==> src/rtl/wsfb_pkg.sv <==
`timescale 1ns / 1ps
`default_nettype none
package wsfb_pkg;

  localparam logic [31:0] KeyInit   = 32'hf1c3_7166;
  localparam logic [31:0] KeyXor    = 32'hf24d_6ade;
  localparam logic [6:0]  LenDirect = 7'd125;
  localparam logic [6:0]  LenCode16 = 7'd126;
  localparam logic [6:0]  LenCode64 = 7'd127;
  localparam logic [31:0] LenMax16  = 32'h0000_ffff;

  localparam int unsigned QAddrW = 2;
  localparam int unsigned QDepth = 1 << QAddrW;

  typedef enum logic {
    CMD_HEADER  = 1'b0,
    CMD_PAYLOAD = 1'b1
  } cmd_kind_e;

  // one queued command; a payload command carries its finished byte in head
  typedef struct packed {
    cmd_kind_e   kind;
    logic [7:0]  head;
    logic [6:0]  code;
    logic        msk;
    logic [31:0] len;
    logic [31:0] key;
  } cmd_t;

  function automatic logic [7:0] sel_byte(input logic [31:0] w, input logic [1:0] idx);
    logic [7:0] b;
    unique case (idx)
      2'd0: b = w[7:0];
      2'd1: b = w[15:8];
      2'd2: b = w[23:16];
      default: b = w[31:24];
    endcase
    return b;
  endfunction

endpackage
`default_nettype wire

==> src/rtl/wsfb_front.sv <==
`timescale 1ns / 1ps
`default_nettype none
module wsfb_front import wsfb_pkg::*; (
  input  wire logic        clk_i,
  input  wire logic        rst_ni,
  input  wire logic        accept_i,
  input  wire logic        mode_i,
  input  wire logic [7:0]  head_byte_i,
  input  wire logic [31:0] payload_length_i,
  input  wire logic        mask_enable_i,
  input  wire logic [7:0]  payload_byte_i,
  output cmd_t             cmd_o
);

  logic [31:0] key_q, key_d;
  logic        mon_q, mon_d;
  logic [1:0]  kpos_q, kpos_d;
  logic [31:0] key_x;
  logic [31:0] key_next;
  logic [7:0]  pay_byte;

  assign key_x    = key_q ^ KeyXor;
  // times 31 as one shift and subtract
  assign key_next = {key_x[26:0], 5'b0} - key_x;
  assign pay_byte = payload_byte_i ^ (mon_q ? sel_byte(key_q, kpos_q) : 8'h00);

  always_comb begin
    key_d  = key_q;
    mon_d  = mon_q;
    kpos_d = kpos_q;
    cmd_o  = '0;
    if (mode_i == CMD_PAYLOAD) begin
      cmd_o.kind = CMD_PAYLOAD;
      cmd_o.head = pay_byte;
      kpos_d     = kpos_q + 2'd1;
    end else begin
      cmd_o.kind = CMD_HEADER;
      cmd_o.head = head_byte_i;
      cmd_o.msk  = mask_enable_i;
      cmd_o.len  = payload_length_i;
      cmd_o.key  = key_next;
      priority if (payload_length_i <= {25'd0, LenDirect}) begin
        cmd_o.code = payload_length_i[6:0];
      end else if (payload_length_i <= LenMax16) begin
        cmd_o.code = LenCode16;
      end else begin
        cmd_o.code = LenCode64;
      end
      if (mask_enable_i) key_d = key_next;
      mon_d  = mask_enable_i;
      kpos_d = 2'd0;
    end
  end

  always_ff @(posedge clk_i or negedge rst_ni) begin
    if (!rst_ni) begin
      key_q  <= KeyInit;
      mon_q  <= 1'b0;
      kpos_q <= 2'd0;
    end else if (accept_i) begin
      key_q  <= key_d;
      mon_q  <= mon_d;
      kpos_q <= kpos_d;
    end
  end

endmodule
`default_nettype wire

==> src/rtl/wsfb_queue.sv <==
`timescale 1ns / 1ps
`default_nettype none
module wsfb_queue import wsfb_pkg::*; (
  input  wire logic clk_i,
  input  wire logic rst_ni,
  input  wire logic wr_i,
  input  cmd_t      wr_cmd_i,
  output logic      full_o,
  input  wire logic rd_i,
  output cmd_t      rd_cmd_o,
  output logic      valid_o
);

  cmd_t              mem_q [QDepth];
  logic [QAddrW-1:0] wptr_q, rptr_q;
  logic [QAddrW:0]   cnt_q;
  logic              do_wr, do_rd;

  assign full_o   = (cnt_q == (QAddrW+1)'(QDepth));
  assign valid_o  = (cnt_q != '0);
  assign do_wr    = wr_i && !full_o;
  assign do_rd    = rd_i && valid_o;
  assign rd_cmd_o = mem_q[rptr_q];

  always_ff @(posedge clk_i) begin
    if (do_wr) mem_q[wptr_q] <= wr_cmd_i;
  end

  always_ff @(posedge clk_i or negedge rst_ni) begin
    if (!rst_ni) begin
      wptr_q <= '0;
      rptr_q <= '0;
      cnt_q  <= '0;
    end else begin
      if (do_wr) wptr_q <= wptr_q + 1'b1;
      if (do_rd) rptr_q <= rptr_q + 1'b1;
      priority if (do_wr && !do_rd) begin
        cnt_q <= cnt_q + 1'b1;
      end else if (do_rd && !do_wr) begin
        cnt_q <= cnt_q - 1'b1;
      end
    end
  end

endmodule
`default_nettype wire

==> src/rtl/wsfb_back.sv <==
`timescale 1ns / 1ps
`default_nettype none
module wsfb_back import wsfb_pkg::*; (
  input  wire logic        clk_i,
  input  wire logic        rst_ni,
  input  cmd_t             cmd_i,
  input  wire logic        cmd_valid_i,
  output logic             cmd_pop_o,
  output logic             empty_o,
  input  wire logic        pop_i,
  output logic [7:0]       out_byte_o,
  output logic             is_header_o,
  output logic             last_o
);

  logic [3:0] idx_q, idx_d;
  logic       ov_q;
  logic [7:0] byte_q;
  logic       hdr_q, last_q;

  logic       slot_free, fire;
  logic [3:0] ext, total, e, k;
  logic [7:0] hbyte, nbyte;
  logic       nlast, nhdr;

  assign slot_free = !ov_q || pop_i;
  assign fire      = cmd_valid_i && slot_free;

  always_comb begin
    unique case (cmd_i.code)
      LenCode16: ext = 4'd2;
      LenCode64: ext = 4'd8;
      default:   ext = 4'd0;
    endcase
    total = 4'd2 + ext + (cmd_i.msk ? 4'd4 : 4'd0);
    e     = idx_q - 4'd2;
    k     = e - ext;
    priority if (idx_q == 4'd0) begin
      hbyte = cmd_i.head;
    end else if (idx_q == 4'd1) begin
      hbyte = {cmd_i.msk, cmd_i.code};
    end else if (e < ext) begin
      if (cmd_i.code == LenCode16) begin
        hbyte = e[0] ? cmd_i.len[7:0] : cmd_i.len[15:8];
      end else if (e < 4'd4) begin
        hbyte = 8'h00;
      end else begin
        hbyte = sel_byte(cmd_i.len, ~e[1:0]);
      end
    end else begin
      hbyte = sel_byte(cmd_i.key, k[1:0]);
    end
    if (cmd_i.kind == CMD_PAYLOAD) begin
      nbyte = cmd_i.head;
      nhdr  = 1'b0;
      nlast = 1'b1;
    end else begin
      nbyte = hbyte;
      nhdr  = 1'b1;
      nlast = (idx_q == total - 4'd1);
    end
    idx_d = idx_q;
    if (fire) idx_d = nlast ? 4'd0 : idx_q + 4'd1;
  end

  assign cmd_pop_o = fire && nlast;

  always_ff @(posedge clk_i or negedge rst_ni) begin
    if (!rst_ni) begin
      idx_q <= 4'd0;
      ov_q  <= 1'b0;
    end else begin
      idx_q <= idx_d;
      if (slot_free) ov_q <= cmd_valid_i;
    end
  end

  // hold the shown beat until it is taken
  always_ff @(posedge clk_i) begin
    if (fire) begin
      byte_q <= nbyte;
      hdr_q  <= nhdr;
      last_q <= nlast;
    end
  end

  assign empty_o     = !ov_q;
  assign out_byte_o  = byte_q;
  assign is_header_o = hdr_q;
  assign last_o      = last_q;

endmodule
`default_nettype wire

==> src/rtl/websocket_frame_builder.sv <==
// An accepted item is written into the command queue; its result bytes are then
// registered in the output slot. The serializer gives one result beat per cycle while
// pop takes them; a payload item is one beat, a header item 2 to 14 (one per byte).
// A four-entry command queue lets input run ahead of a stalled output.
// Reset (async, active low) clears the key to its seed, masking off, queue empty.
`timescale 1ns / 1ps
`default_nettype none
module websocket_frame_builder import wsfb_pkg::*; (
  input  wire logic        clk_i,
  input  wire logic        rst_ni,
  input  wire logic        push,
  output logic             full,
  input  wire logic        mode_i,
  input  wire logic [7:0]  head_byte_i,
  input  wire logic [31:0] payload_length_i,
  input  wire logic        mask_enable_i,
  input  wire logic [7:0]  payload_byte_i,
  output logic             empty,
  input  wire logic        pop,
  output logic [7:0]       out_byte_o,
  output logic             is_header_o,
  output logic             last_o
);

  cmd_t front_cmd, q_cmd;
  logic accept, q_valid, q_pop;

  assign accept = push && !full;

  wsfb_front u_front (
    .clk_i,
    .rst_ni,
    .accept_i         (accept),
    .mode_i,
    .head_byte_i,
    .payload_length_i,
    .mask_enable_i,
    .payload_byte_i,
    .cmd_o            (front_cmd)
  );

  wsfb_queue u_queue (
    .clk_i,
    .rst_ni,
    .wr_i     (push),
    .wr_cmd_i (front_cmd),
    .full_o   (full),
    .rd_i     (q_pop),
    .rd_cmd_o (q_cmd),
    .valid_o  (q_valid)
  );

  wsfb_back u_back (
    .clk_i,
    .rst_ni,
    .cmd_i       (q_cmd),
    .cmd_valid_i (q_valid),
    .cmd_pop_o   (q_pop),
    .empty_o     (empty),
    .pop_i       (pop),
    .out_byte_o,
    .is_header_o,
    .last_o
  );

endmodule
`default_nettype wire

==> config.mk <==
export PLATFORM = sky130hd
export DESIGN_NAME = websocket_frame_builder
export DESIGN_NICKNAME = d
export VERILOG_FILES = /design/src/rtl/wsfb_pkg.sv /design/src/rtl/wsfb_front.sv /design/src/rtl/wsfb_queue.sv /design/src/rtl/wsfb_back.sv /design/src/rtl/websocket_frame_builder.sv
export SDC_FILE = /design/constraint.sdc
export NUM_CORES = 1
export LEC_CHECK = 0
export BUFFER_PORTS_ARGS = -buffer_cell sky130_fd_sc_hd__buf_2
export CAP_MARGIN = 25
export CORE_MARGIN = 5
export CORE_UTILIZATION = 30
export CTS_CLUSTER_SIZE = 40
export DETAILED_ROUTE_END_ITERATION = 8
export PLACE_DENSITY = 0.56
export SYNTH_ARGS = -nofsm -noshare
export SYNTH_HDL_FRONTEND = slang
export SYNTH_SLANG_ARGS = --single-unit
==> constraint.sdc <==
create_clock -name clk_i -period 7.4 [get_ports clk_i]
set_input_delay 0.74 -clock clk_i [delete_from_list [all_inputs] [get_ports clk_i]]
set_output_delay 0.74 -clock clk_i [all_outputs]
set_load 0.03 [all_outputs]
======== Word level (Yosys, flattened, before mapping) ========
Memories as Yosys holds them, arrays and structs flattened.
Index checks and enable logic that the tools add are counted.
word-level totals
  RAM bits ................................ 324
  output and inout port bits .............. 12
  memories ................................ 1
  flip-flop bits (word level) ............. 57
memories
  memory         words  width  rd ports  clocked after Yosys merged registers in  wr ports  line              RTL
  u_queue.mem_q  4      81     1         0                                        1         wsfb_queue.sv:14  cmd_t mem_q [QDepth];
cells by class
  $lt $le $gt $ge ......................... 4
  add/subtract/negate cells ............... 12
  equal/unequal tests ..................... 11
  reductions and logical operators ........ 19
  bitwise gates (word level) .............. 4
  mux-type cells .......................... 25
operators with widths
  operator                count
  $mux W72                1
  $pmux W8 S3             3
  $mux W8                 8
  $le A32 B16 Y1 const B  1
  $le A32 B7 Y1 const B   1
  $sub A32 B32 Y32        1
  $not A19 Y19            1
  $eq A7 B7 Y1 const B    2
  $mux W3                 3
  $mux W9                 1
  $pmux W4 S2             1
  $xor A8 B8 Y8           1
  $mux W7                 1
  $add A2 B1 Y2 const B   3
  $eq A2 B1 Y1 const B    3
  $eq A2 B2 Y1 const B    3
  $logic_and A1 B1 Y1     6
  $logic_not A2 Y1        3
  $mux W1                 5
  $add A2 B4 Y4 const A   1
  $add A4 B1 Y4 const B   1
  $add A4 B4 Y4           1
  $eq A4 B1 Y1 const B    1
  $eq A4 B4 Y1            1
  19 further kinds        22

======== Depth between registers and ports, before layout ========
Gate-level depths: netlist of the first run.
An unclocked memory read counts as a cell.
  depth after elaboration ................. 13
  depth in mapped cells ................... 16
  gate-level depth less buffers ........... 12

======== Hierarchy ========
A second synthesis of the first run with hierarchy kept.
unflattened totals
  cell total of the unflattened synthesis .. 1,246
  area, all modules ....................... 17,908.4 sq um
by module, submodules not included
  module                   cells an instance  times used  area each (sq um)  sequential area each (sq um)
  wsfb_queue               458                1           12,107.9           9,904.5
  wsfb_front               531                1           3,806.2            872.1
  wsfb_back                256                1           1,980.6            425.4
  websocket_frame_builder  1                  1           13.8               0.0

======== Worst setup path after synthesis of the first run ========
OpenSTA, ideal clock, no wires.
  path kind ............................... register to register
  from .................................... register u_queue.rptr_q[0]
  to ...................................... register u_queue.cnt_q[1]
  path slack .............................. 3,585 ps
  arrival ................................. 3,691 ps
  setup time .............................. 125 ps
  path buffers ............................ 4
  stages on the path, launching flop included .. 15
  path through ............................ dfrtp_1 > buf_6 > mux4_2 > and4_4 > and4b_4 > buf_6 > buf_6 > ha_1 > buf_1 > o41ai_4 > nand2_2 > ha_1 > inv_1 > fa_1 > mux2_2
between the ends
  cells in the longest elaborated chain, start to end .. 13
ends and longest elaborated chain
  what                                           line              RTL
  from (decl)                                    wsfb_queue.sv:15  logic [QAddrW-1:0] wptr_q, rptr_q;
  from (signal assigned)                         wsfb_queue.sv:36  if (do_rd) rptr_q <= rptr_q + 1'b1;
  $mem_v2 Z4 W81 *                               n/a
  $eq A7 B7 Y1                                   wsfb_back.sv:30   unique case (cmd_i.code)
  $pmux W4 S2                                    wsfb_back.sv:30
  $add A2 B4 Y4                                  wsfb_back.sv:35   total = 4'd2 + ext + (cmd_i.msk ? 4'd4 : 4'd0);
  $add A4 B4 Y4                                  wsfb_back.sv:35
  $sub A4 B1 Y4                                  wsfb_back.sv:60   nlast = (idx_q == total - 4'd1);
  $eq A4 B4 Y1                                   wsfb_back.sv:60
  $mux W1 *                                      wsfb_back.sv:53   if (cmd_i.kind == CMD_PAYLOAD) begin
  net u_back.nlast                               wsfb_back.sv:24   logic nlast, nhdr;
  $logic_and A1 B1 Y1 *                          wsfb_back.sv:66   assign cmd_pop_o = fire && nlast;
  $logic_and A1 B1 Y1 *                          wsfb_queue.sv:22  assign do_rd = rd_i && valid_o;
  $logic_not A1 Y1                               wsfb_queue.sv:37  priority if (do_wr && !do_rd) begin
  $logic_and A1 B1 Y1                            wsfb_queue.sv:37
  $mux W3 or $reduce_bool A2 Y1 (tied branches)  n/a
  to (signal assigned)                           wsfb_queue.sv:38  cnt_q <= cnt_q + 1'b1;
  to (signal assigned)                           wsfb_queue.sv:40  cnt_q <= cnt_q - 1'b1;
  to (decl)                                      wsfb_queue.sv:16  logic [QAddrW:0] cnt_q;
Mark *: on every way through the listed nets, which the timed path passes. The rest lies on a longest branch.
A chain may end at the register's enable or synchronous reset.

======== Worst setup path after layout of the first run ========
Same ends and word-level chain as after synthesis.

==> insert_results.sql, run 1 <==
INSERT INTO impl_metrics (metric_group, metric, value, unit) VALUES
('setup_path', 'timing.critical_path.required', '7.82', 'ns'),
('global_route', 'grt_overflow_total', '0', ''),
('detailed_routing', 'initialDrtViolationCount', '872', ''),
('clock_tree', 'tritoncts.num_buffers', '38', ''),
('yosys', 'post_synth_fa_ha_maj_area_fraction', '3.30', '%'),
('setup_path', 'crit_path_max_fanout', '43', ''),
('setup_path', 'worst_setup_path_start_kind', 'flip-flop', ''),
('global_route', 'maximum_number_of_pins_on_one_net_before_global_route_repair', '55', ''),
('yosys', 'synth_area_leader_cell', 'edfxtp_1', ''),
('detailed_routing', 'wire_per_inst', '20.5', 'microns'),
('power_and_ir_drop', 'leakagePower', '0.00681', 'uW'),
('clock_tree', 'tritoncts', 'done', ''),
('yosys', 'number_of_enable_type_register_cells_in_the_synthesized_netlist', '334', ''),
('power_and_ir_drop', 'ir_worst_vdd', '0.000282', 'V'),
('setup_path', 'critical_path.endpoint_type', 'flip-flop', ''),
('die', 'fp.dieW', '250', 'microns'),
('clock_tree', 'clockRootBuffer', 'clkbuf_16', ''),
('power_and_ir_drop', 'power.density_cell_area', '482', 'nW/um^2'),
('detailed_routing', 'detailed_route_wire_length', '41100', 'microns'),
('detailed_routing', 'postRouteAntennaNets', '0', ''),
('global_route', 'grt_pass1_wl', '63000', 'microns'),
('detailed_routing', 'dr_total_vias', '9899', ''),
('layout', 'areaGrowthSynthToFinish', '13.8', '%'),
('timing', 'timing.final.ws_setup', '2.77', 'ns'),
('yosys', 'synth-xor-area-share', '2.48', '%'),
('detailed_routing', 'detail_route.first_pass.iterations', '7', ''),
('yosys', 'syn_area', '17300', 'sq um'),
('outcome', 'outcome', 'finished clean', ''),
('job', 'maxCapViolCount', '0', ''),
('yosys', 'synth-compound-area-share', '7.73', '%'),
('yosys', 'synth-seq-area-share', '64.7', '%'),
('yosys', 'synthCells', '1151', ''),
('die', 'die_height', '250', 'microns'),
('timing', 'finalCritPeriodShare', '62.5', '%'),
('setup_path', 'reg2reg_from', 'u_queue.rptr_q[0]', ''),
('yosys', 'ys_dominant_reg_cell', 'edfxtp_1', ''),
('detailed_routing', 'drc', '0', ''),
('setup_path', 'crit_start', 'u_queue.rptr_q[0]', ''),
('clock_tree', 'cts_setup_buffers', '0', ''),
('place', 'place_congestion', '0.817', ''),
('die', 'start_util', '30.1', '%'),
('yosys', 'synth-warning-count', '0', ''),
('yosys', 'synth_cell_type_count', '70', ''),
('place', 'io_buffer_count', '65', ''),
('yosys', 'yosys.cell_count.top_type', 'edfxtp_1', ''),
('setup_path', 'critPathKind', 'reg -> reg', ''),
('timing', 'layout_min_cycle_time', '4.63', 'ns'),
('layout', 'proportion_of_layout_cells_with_a_drive_suffix_above_1', '20.7', '%'),
('timing', 'finalSetupViolCount', '0', ''),
('clock_tree', 'clock_sink_count', '380', ''),
('timing', 'worst_pin_slew', '1.04', 'ns'),
('clock_tree', 'clk_pin_slew_worst_paths', '0.06', 'ns'),
('die', 'core', '57500', 'sq um'),
('clock_tree', 'post_cts.resized_instances', '0', ''),
('detailed_routing', 'drt-vias-per-instance', '4.93', ''),
('yosys', 'synthMuxAreaShare', '11.7', '%'),
('place', 'hpwlAfterDp', '27400', 'microns'),
('clock_tree', 'worstSkewPairLatency', '0.54', 'ns'),
('yosys', 'synth_top_family_by_area', 'multiplexers', ''),
('worst_hold_path', 'holdCritPathClass', 'in -> async', ''),
('yosys', 'synth_commonest_cells', 'edfxtp_1, nand2_1, mux4_2', ''),
('clock_tree', 'cts-htree-levels', '2', ''),
('yosys', 'leading_cell_types_by_total_area_after_synthesis', 'edfxtp_1, mux4_2, dfrtp_1', ''),
('yosys', 'simple_gate_portion_of_the_synthesized_area', '7.58', '%'),
('timing', 'number_of_pins_with_negative_max_slew_slack_in_the_final_report', '0', ''),
('clock_tree', 'cts_hold_repair.buffers', '0', ''),
('place', 'dpl_worst_slack', '2.69', 'ns'),
('die', 'die-area', '62600', 'sq um'),
('timing', 'maxSlewHeadroom', '30.6', '%'),
('yosys', 'syn_area_per_cell', '15.0', 'sq um'),
('global_route', 'first_global_vias', '9917', '');
-- critical path, cell delays in order, from the launching register on --
cell and delay (ns):
dfrtp_4 1.01, mux4_1 0.68, and4_4 0.23, and4b_4 0.28
ha_1 0.51, o41ai_4 0.64, nand2_2 0.13, ha_1 0.26
inv_1 0.07, fa_1 0.41, mux2_2 0.26
-- per-stage QoR --
step	cells	power (uW)	hold slack, ns	area [sq um]
3_3_place_gp	1939	7560	0.466	18400
3_5_place_dp	1939	7620	0.469	18400
4_1_cts	2008	9610	0.358	19700
6_report	2008	9500	0.346	19700
2_1_floorplan	1154	6330	0.444	17300
5_1_grt	2008	10100	0.391	19700
-- worst paths after layout --
path / slack, ns / endpoint / depth (start not counted)
min in group clk_i: 0.40 / u_back.ov_q / 2
worst max-delay path: 2.77 / u_queue.cnt_q[1] / 10
worst min-delay path: 0.35 / u_front.kpos_q[0] / 2
worst max register to register: 2.77 / u_queue.cnt_q[1] / 10
max in group asynchronous: 6.52 / u_queue.rptr_q[0] / 2
worst min register to register: 0.48 / u_front.key_q[28] / 2
-- flip-flops by register name, summed over array words and instances, names as in the netlist --
signal,flops
u_queue.mem_q,324
u_front.key_q,31
u_back.out_byte_o,8
u_back.idx_q,4
u_queue.cnt_q,3
u_front.kpos_q,2
u_queue.rptr_q,2
u_queue.wptr_q,2
u_back.is_header_o,1
u_back.last_o,1
u_back.ov_q,1
u_front.mon_q,1
-- kinds of logic after synthesis --
logic type                 after synthesis
buffers and inverters                  102
xor gates and xnor gates                49
DFF                                    380
AOI/OAI and AO/OA                      204
and+or+nand+nor                        280
other                                    1
muxes                                   90
adders and majority gates               45
-- cell type report --
cell class                 count  area (sq um)  area share [%]
clock buffer                  46          1000            5.09
sequential                   380         11200            56.9
clock inverter                23           262            1.33
multi-input combinational    672          5690            28.9
tap                          765           957            4.86
inverter                      47           176           0.895
timing repair buffer          75           403            2.04
-- layout by cell type (no fill, tap or decap), types with 8 or more instances in the layout --
cell type  instances
o21ai_0           46
nor2b_1           32
nand4_1            8
a21o_1            11
buf_2             64
dfstp_2           17
xor2_1            23
nor2_1            60
o311ai_1           8
o21ai_1           21
nand2_1          129
dfrtp_1           27
inv_1             46
xnor2_1           26
clkinv_1           9
clkbuf_16         39
edfxtp_1         334
a21oi_1           56
a22oi_1            8
mux4_2            88
o21a_1             8
ha_1              44
buf_4             11
-- layer usage --
| layer | global-route usage, % | share of wire (%) |
|---|---|---|
| met1 | 18.9 | 47 |
| met3 | 1.90 | 4.3 |
| met2 | 20.5 | 47 |
| met4 | 2.64 | 1.5 |
| met5 | 0 | 0 |
-- power by group --
group          total, uW  internal (uW)  switching [uW]
Combinational       3930           1510            2410
Clock               1970           1180             795
Sequential          3600           3210             397
Total               9500           5900            3610
Power figures use the tool's default switching activity.
==> run 2, diff against run 1 <==
clock period = 4.7 ns   (was 7.4 ns; I/O delays follow)
==> run 2 against run 1 <==
Effect of this change: first-iteration DRC count down 4.8%; combinational power up 64%; total power up 58%; routed wire length up 1.5%; register-to-register slack worse by 2.1 ns; clock-buffer cell count up 6; core utilization up 0.10 points; critical endpoint unchanged.
==> insert_results.sql, run 2 (same netlist as run 1, synthesis figures left out) <==
INSERT INTO impl_metrics (metric_group, metric, value, unit) VALUES
('outcome', 'outcome', 'finished clean', ''),
('detailed_routing', 'postRouteAntennaNets', '0', ''),
('place', 'io_buffer_count', '65', ''),
('layout', 'n_antenna_cell', '0', ''),
('power_and_ir_drop', 'leakagePower', '0.00683', 'uW'),
('layout', 'post-route-cell-area', '19800', 'sq um'),
('timing', 'maxSlewHeadroom', '32.9', '%'),
('power_and_ir_drop', 'power.density_cell_area', '757', 'nW/um^2'),
('layout', 'largest_reg_flops', '324', ''),
('setup_path', 'crit_path_max_fanout', '17', ''),
('global_route', 'grt_overflow_total', '0', ''),
('timing', 'finalSetupViolCount', '0', ''),
('setup_path', 'crit_slowest_cell', 'mux4_2', ''),
('layout', 'layout_common_cells', 'edfxtp_1, nand2_1, mux4_2', ''),
('global_route', 'first_global_vias', '10021', ''),
('die', 'die-area', '62600', 'sq um'),
('die', 'core', '57500', 'sq um'),
('timing', 'layout_min_cycle_time', '4.03', 'ns'),
('clock_tree', 'cts_hold_repair.buffers', '0', ''),
('power_and_ir_drop', 'intPower', '9210', 'uW'),
('clock_tree', 'clockRootBuffer', 'clkbuf_16', ''),
('timing', 'finClkSkew', '0.0169', 'ns'),
('detailed_routing', 'initialDrtViolationCount', '830', ''),
('power_and_ir_drop', 'swShare', '38.5', '%'),
('detailed_routing', 'drt-vias-per-instance', '4.91', ''),
('setup_path', 'path_common_cell', 'ha_1', ''),
('timing', 'finalCritPeriodShare', '85.7', '%'),
('setup_path', 'cp.buffers_inverters', '2', ''),
('setup_path', 'timing.critical_path.required', '5.11', 'ns'),
('layout', 'finalCoreUtilization', '34.4', '%'),
('setup_path', 'reg2reg_from', 'u_queue.rptr_q[0]', ''),
('layout', 'number_of_nets_in_the_layout', '1320', ''),
('global_route', 'maximum_number_of_pins_on_one_net_before_global_route_repair', '69', ''),
('setup_path', 'reg2reg_depth', '10', ''),
('timing', 'final-hold-violation-count', '0', ''),
('die', 'start_util', '30.1', '%'),
('timing', 'worst_pin_slew', '1.01', 'ns'),
('clock_tree', 'clk_pin_slew_worst_paths', '0.06', 'ns'),
('timing', 'holdWs', '0.0552', 'ns'),
('global_route', 'grt_pass1_wl', '63400', 'microns'),
('setup_path', 'cp_cell_sequence', 'buf_4 > mux4_2 > and4b_4 > ha_1 > o41ai_4 > nand2_2 > ha_1 > inv_1 > fa_1 > mux2_2', ''),
('setup_path', 'regToRegEndpoint', 'u_queue.cnt_q[1]', ''),
('power_and_ir_drop', 'power.clock.fraction', '20.1', '%'),
('die', 'rows', '88', ''),
('timing', 'number_of_pins_with_negative_max_slew_slack_in_the_final_report', '0', ''),
('detailed_routing', 'wire_per_inst', '20.7', 'microns'),
('die', 'fp.dieW', '250', 'microns'),
('place', 'place_congestion', '0.860', ''),
('timing', 'setup-tns-final', '0', 'ns'),
('clock_tree', 'worstSkewPairLatency', '0.54', 'ns'),
('setup_path', 'worst_setup_path_start_kind', 'flip-flop', ''),
('place', 'detailed_place.area', '18500', 'sq um'),
('die', 'ios', '66', ''),
('setup_path', 'slowest_delay', '0.62', 'ns'),
('detailed_routing', 'detail_route.first_pass.iterations', '5', ''),
('clock_tree', 'tritoncts', 'done', ''),
('detailed_routing', 'm1WireLength', '19500', 'microns'),
('detailed_routing', 'top_layer', 'met4', ''),
('layout', 'most_flops_register', 'u_queue.mem_q', ''),
('layout', 'cell_count_final_fillers_out', '2017', ''),
('detailed_routing', 'dr_total_vias', '9903', ''),
('setup_path', 'critPathArrivalTime', '4.44', 'ns'),
('clock_tree', 'cts_setup_buffers', '0', ''),
('place', 'placedCellCount', '1944', ''),
('timing', 'rsz_0062_raised_after_global_routing', 'no', ''),
('clock_tree', 'post_cts.resized_instances', '0', ''),
('global_route', 'global_route_usage_sum', '13.0', '%'),
('detailed_routing', 'met2_length', '19500', 'microns'),
('layout', 'areaGrowthSynthToFinish', '14.2', '%'),
('timing', 'max_freq', '0.248', 'GHz'),
('detailed_routing', 'met3RoutedLength', '1780', 'microns'),
('setup_path', 'critical_path.endpoint_type', 'flip-flop', ''),
('setup_path', 'critPathKind', 'reg -> reg', ''),
('setup_path', 'setup.reg_to_reg.worst_slack', '0.67', 'ns'),
('clock_tree', 'clock_tree.buffer_depth', '3', ''),
('power_and_ir_drop', 'power.sequential.fraction', '36.9', '%'),
('clock_tree', 'clock_sink_count', '380', ''),
('place', 'hpwlAfterDp', '27600', 'microns'),
('clock_tree', 'tritoncts.num_buffers', '40', ''),
('detailed_routing', 'drc', '0', ''),
('die', 'die_height', '250', 'microns'),
('power_and_ir_drop', 'ir_worst_vdd', '0.000358', 'V'),
('layout', 'final_common_cell', 'edfxtp_1', ''),
('power_and_ir_drop', 'switching_component_of_the_power', '5760', 'uW'),
('worst_hold_path', 'holdCritPathClass', 'in -> async', ''),
('layout', 'proportion_of_layout_cells_with_a_drive_suffix_above_1', '21.0', '%'),
('job', 'maxCapViolCount', '0', ''),
('setup_path', 'critical-path-top-delay-family', 'adder cells', ''),
('power_and_ir_drop', 'combinationalPowerShare', '43.0', '%'),
('detailed_routing', 'detailed_route_wire_length', '41700', 'microns'),
('clock_tree', 'cts-htree-levels', '2', ''),
('global_route', 'antenna_found_initial', '0', '');
[run 2: cell count changes in the layout (fill, tap and decap cells not counted)]
cell,change
buf_12,+4
bufinv_16,-4
clkbuf_1,+3
clkbuf_16,+2
inv_6,+2
buf_4,+1
clkbuf_8,+1
clkinv_4,-1
clkinvlp_4,+1
[run 2: layout make-up]
type	count	area (sq um)
inverters	47	176
repair buffers	80	490
clock inverters	21	158
multi-input cells	672	5690
well taps	765	957
fillers	5542	37700
flip-flops and latches	380	11200
clock buffers	52	1080
[run 2: worst register-to-register path: stages (launching register included)]
cell     delay [ns]
dfrtp_4        0.56
buf_4          0.37
mux4_2         0.62
and4b_4        0.30
ha_1           0.34
o41ai_4        0.58
nand2_2        0.12
ha_1           0.25
inv_1          0.07
fa_1           0.41
mux2_2         0.27
[run 2: how the worst max path moves through the flow]
| stage | depth (start not counted) | from | end | slack [ns] |
|---|---|---|---|---|
| global placement | 10 | u_queue.rptr_q[0] | u_queue.cnt_q[1] | 0.69 |
| detailed placement | 10 | u_queue.rptr_q[0] | u_queue.cnt_q[1] | 0.66 |
| finish | 10 | u_queue.rptr_q[0] | u_queue.cnt_q[1] | 0.67 |
| global route | 10 | u_queue.rptr_q[0] | u_queue.cnt_q[1] | 0.49 |
| CTS | 10 | u_queue.rptr_q[0] | u_queue.cnt_q[1] | 0.63 |
| floorplan | 14 | u_queue.rptr_q[0] | u_queue.cnt_q[1] | 0.88 |
[run 2: power by group through the flow]
stage                     Clock, uW  Combinational (uW)  Sequential, uW
after floorplan                   0                4500            5470
after global placement            0                6420            5550
after detailed placement          0                6470            5590
after CTS                      3090                6500            5530
after global routing           3230                7050            5600
final                          3010                6440            5520
[run 2: routing by layer]
layer / up-vias / global-route usage [%]
met5: - / 0
met4: 0 / 3.26
met3: 53 / 2.12
met2: 242 / 20.6
met1: 5041 / 18.9
li1: 4567 / -
[run 2: through the flow]
stage | worst slack, ns | total power (uW)
2_1_floorplan | 0.885 | 9970
3_3_place_gp | 0.695 | 12000
3_5_place_dp | 0.662 | 12100
4_1_cts | 0.628 | 15100
5_1_grt | 0.488 | 15900
6_report | 0.671 | 15000
